===== src/sv/overscan_bias_correction_defines.svh =====
// assertion macros for the overscan bias correction block
// no dependencies; included by the modules that check their own logic
`ifndef OVERSCAN_BIAS_CORRECTION_DEFINES_SVH
`define OVERSCAN_BIAS_CORRECTION_DEFINES_SVH

`ifndef SYNTHESIS

// same-cycle implication
`define OVB_ASSERT_IMP(label, clk, rst, ante, cons, msg) \
   label: assert property (@(posedge clk) disable iff (rst) (ante) |-> (cons)) \
      else $error(msg);

// next-cycle implication
`define OVB_ASSERT_NXT(label, clk, rst, ante, cons, msg) \
   label: assert property (@(posedge clk) disable iff (rst) (ante) |=> (cons)) \
      else $error(msg);

`else

`define OVB_ASSERT_IMP(label, clk, rst, ante, cons, msg)
`define OVB_ASSERT_NXT(label, clk, rst, ante, cons, msg)

`endif

`endif


===== src/sv/ovb_pkg.sv =====
// shared constants and types for the overscan bias correction block
// no dependencies
`timescale 1ns / 1ps

package ovb_pkg;

   localparam int OVERSCAN_PIXELS_DEF = 16;
   localparam int MAX_WIDTH_DEF       = 4096;

   localparam int PIXEL_W   = 16;
   localparam int AVG_W     = PIXEL_W + 1;  // odd overscan count can average above full scale
   localparam int WIDTH_W   = 13;
   localparam int CSR_ADDR_W = 3;
   localparam int CSR_DATA_W = 32;

   localparam logic [WIDTH_W-1:0] ACTIVE_WIDTH_RESET = 13'd1264;
   localparam logic [PIXEL_W-1:0] PEDESTAL_RESET     = 16'd1000;

   // register index, taken from paddr[2]
   localparam logic REG_ACTIVE_WIDTH = 1'b0;
   localparam logic REG_PEDESTAL     = 1'b1;

   // control from the line sequencer to the overscan accumulator
   typedef struct packed {
      logic sample_en;   // an overscan word is being taken
      logic clear;       // first overscan word of a line
      logic odd_parity;  // word belongs to the odd column sum
   } acc_ctrl_type;

endpackage


===== src/sv/ovb_bias_acc.sv =====
// overscan accumulator: per-parity sums and their averages
// depends on ovb_pkg
`timescale 1ns / 1ps

module ovb_bias_acc #(
   parameter int OVERSCAN_PIXELS = ovb_pkg::OVERSCAN_PIXELS_DEF
) (
   input  logic                           clock,
   input  logic                           reset,
   input  ovb_pkg::acc_ctrl_type          ctrl,
   input  logic [ovb_pkg::PIXEL_W-1:0]    raw_pixel,
   output logic [ovb_pkg::AVG_W-1:0]      odd_avg,
   output logic [ovb_pkg::AVG_W-1:0]      even_avg
);

   localparam int DIVISOR   = OVERSCAN_PIXELS / 2;
   localparam int ODD_COUNT = (OVERSCAN_PIXELS + 1) / 2;
   localparam int SUM_W     = ovb_pkg::PIXEL_W + $clog2(ODD_COUNT);
   localparam int DIV_L     = $clog2(DIVISOR);
   localparam int SHIFT     = SUM_W + DIV_L;
   localparam int RECIP_W   = SUM_W + 2;
   localparam int PROD_W    = SUM_W + RECIP_W;
   // ceil(2^SHIFT / DIVISOR): exact floor division for every sum below 2^SUM_W
   localparam logic [RECIP_W-1:0] RECIP_C =
      RECIP_W'(((64'd1 << SHIFT) + 64'(DIVISOR) - 64'd1) / 64'(DIVISOR));

   logic [SUM_W-1:0]            odd_sum_ff, odd_sum_in;
   logic [SUM_W-1:0]            even_sum_ff, even_sum_in;
   logic [PROD_W-1:0]           odd_prod, even_prod;
   logic [ovb_pkg::AVG_W-1:0]   odd_avg_ff, odd_avg_in;
   logic [ovb_pkg::AVG_W-1:0]   even_avg_ff, even_avg_in;

   always_comb begin
      odd_sum_in  = odd_sum_ff;
      even_sum_in = even_sum_ff;
      if (ctrl.sample_en) begin
         if (ctrl.clear) begin
            odd_sum_in  = '0;
            even_sum_in = '0;
         end
         if (ctrl.odd_parity) begin
            odd_sum_in = odd_sum_in + SUM_W'(raw_pixel);
         end else begin
            even_sum_in = even_sum_in + SUM_W'(raw_pixel);
         end
      end
   end

   // divide by reciprocal multiply on the incoming sum, so each average is registered together with its sum
   assign odd_prod    = PROD_W'(odd_sum_in) * PROD_W'(RECIP_C);
   assign even_prod   = PROD_W'(even_sum_in) * PROD_W'(RECIP_C);
   assign odd_avg_in  = ovb_pkg::AVG_W'(odd_prod >> SHIFT);
   assign even_avg_in = ovb_pkg::AVG_W'(even_prod >> SHIFT);

   always_ff @(posedge clock) begin
      if (reset) begin
         odd_sum_ff  <= '0;
         even_sum_ff <= '0;
         odd_avg_ff  <= '0;
         even_avg_ff <= '0;
      end else begin
         odd_sum_ff  <= odd_sum_in;
         even_sum_ff <= even_sum_in;
         odd_avg_ff  <= odd_avg_in;
         even_avg_ff <= even_avg_in;
      end
   end

   assign odd_avg  = odd_avg_ff;
   assign even_avg = even_avg_ff;

endmodule


===== src/sv/overscan_bias_correction.sv =====
// top level of the overscan bias correction block: line sequencer, clamp, csr port
// depends on ovb_pkg, ovb_bias_acc and overscan_bias_correction_defines.svh
`timescale 1ns / 1ps
`include "overscan_bias_correction_defines.svh"

//  channel | ports                                   | moves
//  --------+-----------------------------------------+------------------------------
//  req     | req_valid req_ready req_raw_pixel       | one raw sensor word
//  rsp     | rsp_valid rsp_ready rsp_pixel_out/_end  | one corrected word, line flag
//  csr     | psel penable pwrite paddr pwdata ...    | active_width @0, pedestal @4
//
//  one word per clock in both directions; an active word shows on rsp in the cycle
//  after it is taken, set by the single output register
//  overscan words are absorbed and give no rsp word
//  req_ready drops only while the output register holds a word that rsp stalls
//  synchronous active-high reset: start of line, sums cleared, csr defaults
//  no clearing pass after reset, words are taken on the first cycle

module overscan_bias_correction #(
   parameter int OVERSCAN_PIXELS = ovb_pkg::OVERSCAN_PIXELS_DEF,
   parameter int MAX_WIDTH       = ovb_pkg::MAX_WIDTH_DEF
) (
   input  logic                              clock,
   input  logic                              reset,
   // input words
   input  logic                              req_valid,
   output logic                              req_ready,
   input  logic [ovb_pkg::PIXEL_W-1:0]       req_raw_pixel,
   // result words
   output logic                              rsp_valid,
   input  logic                              rsp_ready,
   output logic [ovb_pkg::PIXEL_W-1:0]       rsp_pixel_out,
   output logic                              rsp_line_end,
   // register port
   input  logic                              psel,
   input  logic                              penable,
   input  logic                              pwrite,
   input  logic [ovb_pkg::CSR_ADDR_W-1:0]    paddr,
   input  logic [ovb_pkg::CSR_DATA_W-1:0]    pwdata,
   output logic [ovb_pkg::CSR_DATA_W-1:0]    prdata,
   output logic                              pready
);

   // column counter spans overscan plus the widest line
   localparam int POS_W = $clog2(OVERSCAN_PIXELS + MAX_WIDTH);
   localparam int CMP_W = (POS_W > ovb_pkg::WIDTH_W) ? POS_W : ovb_pkg::WIDTH_W;
   localparam int DIFF_W = ovb_pkg::PIXEL_W + 3;

   // csr registers
   logic [ovb_pkg::WIDTH_W-1:0]  active_width_ff;
   logic [ovb_pkg::PIXEL_W-1:0]  pedestal_ff;
   logic                         csr_write;

   // line sequencer
   logic [POS_W-1:0]             pos_ff, pos_in;
   logic [POS_W-1:0]             active_idx;
   logic [CMP_W-1:0]             width_ext, last_idx;
   logic                         in_overscan;
   logic                         req_fire;
   logic                         line_end_in;
   ovb_pkg::acc_ctrl_type        acc_ctrl;

   // correction datapath
   logic [ovb_pkg::AVG_W-1:0]    odd_avg, even_avg, avg_sel;
   logic signed [DIFF_W-1:0]     diff;
   logic [ovb_pkg::PIXEL_W-1:0]  pixel_in;

   // output register
   logic                         rsp_valid_ff;
   logic [ovb_pkg::PIXEL_W-1:0]  pixel_ff;
   logic                         line_end_ff;

   // ---------------------------------------------------------------- csr port
   assign pready    = 1'b1;
   assign csr_write = psel && penable && pwrite;

   always_ff @(posedge clock) begin
      if (reset) begin
         active_width_ff <= ovb_pkg::ACTIVE_WIDTH_RESET;
         pedestal_ff     <= ovb_pkg::PEDESTAL_RESET;
      end else if (csr_write) begin
         case (paddr[2])
            ovb_pkg::REG_ACTIVE_WIDTH: begin
               active_width_ff <= pwdata[ovb_pkg::WIDTH_W-1:0];
            end
            ovb_pkg::REG_PEDESTAL: begin
               pedestal_ff <= pwdata[ovb_pkg::PIXEL_W-1:0];
            end
            default: begin
            end
         endcase
      end
   end

   always_comb begin
      case (paddr[2])
         ovb_pkg::REG_ACTIVE_WIDTH: prdata = ovb_pkg::CSR_DATA_W'(active_width_ff);
         ovb_pkg::REG_PEDESTAL:     prdata = ovb_pkg::CSR_DATA_W'(pedestal_ff);
         default:                   prdata = '0;
      endcase
   end

   // ----------------------------------------------------------- line sequencer
   // input stalls only while a finished word waits downstream
   assign req_ready   = !rsp_valid_ff || rsp_ready;
   assign req_fire    = req_valid && req_ready;
   assign in_overscan = pos_ff < POS_W'(OVERSCAN_PIXELS);
   assign active_idx  = pos_ff - POS_W'(OVERSCAN_PIXELS);

   // last active index: zero width acts as one, oversize saturates
   assign width_ext = CMP_W'(active_width_ff);
   always_comb begin
      if (width_ext == '0) begin
         last_idx = '0;
      end else if (width_ext > CMP_W'(MAX_WIDTH)) begin
         last_idx = CMP_W'(MAX_WIDTH - 1);
      end else begin
         last_idx = width_ext - CMP_W'(1);
      end
   end

   // reaching or passing the last index ends the line, also after a width change
   assign line_end_in = CMP_W'(active_idx) >= last_idx;

   always_comb begin
      pos_in = pos_ff;
      if (req_fire) begin
         if (!in_overscan && line_end_in) begin
            pos_in = '0;
         end else begin
            pos_in = pos_ff + POS_W'(1);
         end
      end
   end

   always_ff @(posedge clock) begin
      if (reset) begin
         pos_ff <= '0;
      end else begin
         pos_ff <= pos_in;
      end
   end

   // even overscan positions feed the odd-column sum, odd column first
   assign acc_ctrl.sample_en  = req_fire && in_overscan;
   assign acc_ctrl.clear      = (pos_ff == '0);
   assign acc_ctrl.odd_parity = !pos_ff[0];

   ovb_bias_acc #(
      .OVERSCAN_PIXELS (OVERSCAN_PIXELS)
   ) u_bias_acc (
      .clock     (clock),
      .reset     (reset),
      .ctrl      (acc_ctrl),
      .raw_pixel (req_raw_pixel),
      .odd_avg   (odd_avg),
      .even_avg  (even_avg)
   );

   // ------------------------------------------------------ bias and clamp
   // active parity counts from the first active word, odd first
   assign avg_sel = !active_idx[0] ? odd_avg : even_avg;

   // raw - (avg - pedestal) as raw + pedestal - avg
   assign diff = $signed(DIFF_W'(req_raw_pixel)) + $signed(DIFF_W'(pedestal_ff))
               - $signed(DIFF_W'(avg_sel));

   always_comb begin
      if (diff[DIFF_W-1]) begin
         pixel_in = '0;
      end else if (diff[DIFF_W-2:ovb_pkg::PIXEL_W] != '0) begin
         pixel_in = '1;
      end else begin
         pixel_in = diff[ovb_pkg::PIXEL_W-1:0];
      end
   end

   // ------------------------------------------------------- output register
   always_ff @(posedge clock) begin
      if (reset) begin
         rsp_valid_ff <= 1'b0;
      end else if (req_fire && !in_overscan) begin
         rsp_valid_ff <= 1'b1;
      end else if (rsp_ready) begin
         rsp_valid_ff <= 1'b0;
      end
   end

   always_ff @(posedge clock) begin
      if (req_fire && !in_overscan) begin
         pixel_ff    <= pixel_in;
         line_end_ff <= line_end_in;
      end
   end

   assign rsp_valid     = rsp_valid_ff;
   assign rsp_pixel_out = pixel_ff;
   assign rsp_line_end  = line_end_ff;

   // ---------------------------------------------------------------- checks
   `OVB_ASSERT_NXT(a_line_end_restarts, clock, reset,
      req_fire && !in_overscan && line_end_in, pos_ff == '0,
      "line end word did not restart the column counter")
   `OVB_ASSERT_NXT(a_active_word_loaded, clock, reset,
      req_fire && !in_overscan, rsp_valid_ff && (pixel_ff == $past(pixel_in)),
      "active word not loaded into the output register")
   `OVB_ASSERT_NXT(a_overscan_keeps_output, clock, reset,
      req_fire && in_overscan && rsp_valid_ff && !rsp_ready,
      rsp_valid_ff && $stable(pixel_ff) && $stable(line_end_ff),
      "overscan word disturbed a stalled output word")
   `OVB_ASSERT_IMP(a_pos_in_range, clock, reset,
      1'b1, pos_ff <= POS_W'(OVERSCAN_PIXELS + MAX_WIDTH - 1),
      "column counter ran past the widest line")

endmodule

===== config.mk =====
export PLATFORM = sky130hd
export DESIGN_NAME = overscan_bias_correction
export DESIGN_NICKNAME = d
export VERILOG_FILES = /design/src/sv/ovb_pkg.sv /design/src/sv/ovb_bias_acc.sv /design/src/sv/overscan_bias_correction.sv
export VERILOG_INCLUDE_DIRS = /design/src /design/src/sv
export SDC_FILE = /design/constraint.sdc
export NUM_CORES = 1
export LEC_CHECK = 0
export BUFFER_PORTS_ARGS = -buffer_cell sky130_fd_sc_hd__buf_2
export CORE_UTILIZATION = 40
export CTS_BUF_LIST = sky130_fd_sc_hd__clkbuf_4 sky130_fd_sc_hd__clkbuf_8 sky130_fd_sc_hd__clkbuf_16
export CTS_CLUSTER_DIAMETER = 120
export DETAILED_ROUTE_END_ITERATION = 12
export PLACE_DENSITY_LB_ADDON = 0.2
export SLEW_MARGIN = 20
export SYNTH_ARGS = -nofsm -noshare
export SYNTH_HDL_FRONTEND = slang
export SYNTH_SLANG_ARGS = --single-unit

===== constraint.sdc =====
create_clock -name clock -period 6.08 [get_ports clock]
set_input_delay 0.608 -clock clock [delete_from_list [all_inputs] [get_ports clock]]
set_output_delay 0.608 -clock clock [all_outputs]
set_load 0.1 [all_outputs]

==> results.tsv <==
metric	value	unit
power_frac_seq	0.367	
ys_async_sr_fraction	0	
ir_drop	0.152	mV
coreArea	19000	um2
die_y	142	um
slew_viol_final	0	
finalCriticalPeriod	4.48	ns
initial_core_util	0.414	
grt.total_usage	0.202	
avgViaCountPerCell	5.17	
postCtsSetupBuffers	0	
post_cts_resized	0	
synthesis.area	7850	um2
status	finished clean	
ys_warn_count	0	
dieArea	20200	um2
fp.dieW	142	um
antenna_found_initial	0	
vias	6571	
rr_worst_depth	15	
ys_seq_elements	98	
intPower	1.21	mW
power_switching	0.710	mW
nFillCells	1957	
boundaryPins	110	
hold_viol	0	
drtAntennaViolNets	0	
setup_viol	0	
synthCells	949	
gr-total-overflow	0	
postCtsHoldBufs	0	
dp_hpwl	15400	um
min_path_cells	2	
first_pass_iters	5	
postLayoutCoreUtil	0.458	
grt_pass1_vias	6123	
start_kind	flop	
cp_max_fo	9	
p_total	1.92	mW
arrival	4.76	ns
syn_to_final_growth	10.7	%
cts.clk_slew.worst_paths	0.08	ns
slew_headroom	0.303	
slowest_delay	0.56	ns
grt_max_degree	57	
fin_setup_tns	0	ns
fin_crit_sh	0.736	
drt_iter0_drc	325	
cts_buffer_depth	2	
stdcell_count	1272	
cts_htree_levels	3	
rows	50	
switching_share	0.369	
avgSynthCellArea	8.27	um2
numPortBuffers	74	
rsz0062_at_grt	no	
yosysUniqueCellTypes	69	
synthFlopType	dfxtp_1	
clock_latency	0.36	ns
required	6.36	ns
pwr-share-comb	0.324	
wl_per_cell	15.5	um
finalNetCount	1151	
fmax	223	MHz
dp_cells	1256	
power_density	221	nW/um2
cts_made_buffers	9	
drt_wl_total	19800	um
place_congestion	0.858	
grt_pass1_wl	31500	um
cts-root-buf	clkbuf_16	
clkPwrFrac	0.309	
synth_seq_area_share	0.272	
maxCapViolations	0	
leakage	3.89	nW
cts_tree	built	
slowest_stage	a2111oi_2	
whs	0.460	ns
drc_errors	0	
min_path_type	input port to flop	
drive_gt1_frac	0.139	
critPathCaptureType	flop	
diodes	0	
fin_skew	0.00879	ns
cts_sinks	98	
tightest_slew	1.04	ns
synth_edf_count	17	
crit_chain	inv_1 -> ha_1 -> nand2_1 -> nor3_1 -> nand3_1 -> and2_1 -> ha_1 -> fa_1 -> a21oi_1 -> o21ai_0 -> a2111oi_2 -> o31ai_1 -> a211o_1 -> a31o_2 -> a21oi_1	
crit_type	flop to flop	
[cell usage after synthesis (10+ instances only)]
cell,count,area [um2]
nand2_1,92,345
inv_1,86,323
a21oi_1,83,415
dfxtp_1,81,1620
nor2_1,74,278
ha_1,68,851
and2_1,34,213
o21ai_0,33,165
xor2_1,32,280
xnor2_1,31,272
a21o_1,30,225
mux2_2,27,304
clkbuf_1,23,86.3
buf_4,19,143
fa_1,18,360
edfxtp_1,17,510
nand3_1,17,85.1
nor3_1,16,80.1
a22oi_1,13,97.6
nand4_1,10,62.6
[final timing paths]
kind / startpoint / endpoint / slack (ns)
worst min-delay path: pwdata[6] / pedestal_ff[6]$_SDFFE_PP1P_ / 0.46
worst min register to register: pedestal_ff[14]$_SDFFE_PP0P_ / pedestal_ff[14]$_SDFFE_PP0P_ / 0.47
worst max register to register: pos_ff[4]$_SDFFE_PP0P_ / u_bias_acc.even_avg[15]$_SDFFE_PP0P_ / 1.60
worst max-delay path: pos_ff[4]$_SDFFE_PP0P_ / u_bias_acc.even_avg[15]$_SDFFE_PP0P_ / 1.60
[cell usage in the layout (no fill, tap or decap), drive strengths merged, types with 7 or more instances in the layout]
cell type,instances
nand2,93
inv,92
a21oi,84
dfxtp,81
buf,79
nor2,75
ha,68
o21ai,38
and2,35
xor2,33
xnor2,31
a21o,30
mux2,27
fa,18
conb,18
nand3,17
edfxtp,17
nor3,17
a22oi,13
nand4,10
nand2b,9
a211o,9
nor2b,9
a31oi,9
clkbuf,9
nand3b,8
a22o,8
o21a,7
[metrics by stage]
step / area (um2) / setup WS (ns)
global route: 8690 / 1.06
detailed placement: 8380 / 1.54
global placement: 8380 / 1.58
floorplan: 7910 / 2.13
finish: 8690 / 1.60
CTS: 8680 / 1.50
[power by group through the flow]
stage               registers, mW  clock network, mW  logic, mW
finish                      0.706              0.595      0.622
CTS                         0.706              0.610      0.621
global route                0.710              0.631      0.690
floorplan                   0.715                  0      0.501
global placement            0.721                  0      0.613
detailed placement          0.721                  0      0.616
[logic make-up after synthesis]
kind of cell / share of synthesized area
compound gates: 0.196
xor+xnor: 0.0724
fa+ha+maj: 0.158
buf+inv: 0.0746
flops: 0.272
mux: 0.0400
other cells: 0.000957
simple gates: 0.186
[critical path: cells and delay by family, from the launching register on]
family | cells | cell delay (ns)
flops | 1 | 0.36
simple gates | 4 | 1.20
buf+inv | 1 | 0.16
compound gates | 7 | 1.89
fa+ha+maj | 3 | 0.78
[final cells by class]
| type | count | area (um2) | share of cell area |
|---|---|---|---|
| Tap cell | 260 | 325 | 0.0375 |
| Multi-Input combinational cell | 733 | 5200 | 0.599 |
| Clock buffer | 9 | 225 | 0.0259 |
| Inverter | 86 | 323 | 0.0372 |
| Timing Repair Buffer | 79 | 408 | 0.0470 |
| Sequential cell | 98 | 2130 | 0.245 |
| Clock inverter | 7 | 73.8 | 0.00850 |
[routing by layer]
| metal | global-route usage | up-vias | wire length, um |
|---|---|---|---|
| met5 | 0 | - | 0 |
| met4 | 0.0775 | 0 | 442 |
| met3 | 0.0262 | 22 | 791 |
| met2 | 0.324 | 136 | 9030 |
| met1 | 0.274 | 3045 | 9500 |
| li1 | - | 3368 | - |
[state kept, by name, indices dropped and copies added, names as in the netlist]
signal / cells
pos_ff: 13
u_bias_acc.even_avg: 16
rsp_line_end: 1
u_bias_acc.odd_avg: 16
u_bias_acc.odd_sum_ff: 3
rsp_pixel_out: 16
pedestal_ff: 16
rsp_valid: 1
u_bias_acc.even_sum_ff: 3
active_width_ff: 13
Power figures use the tool's default switching activity.
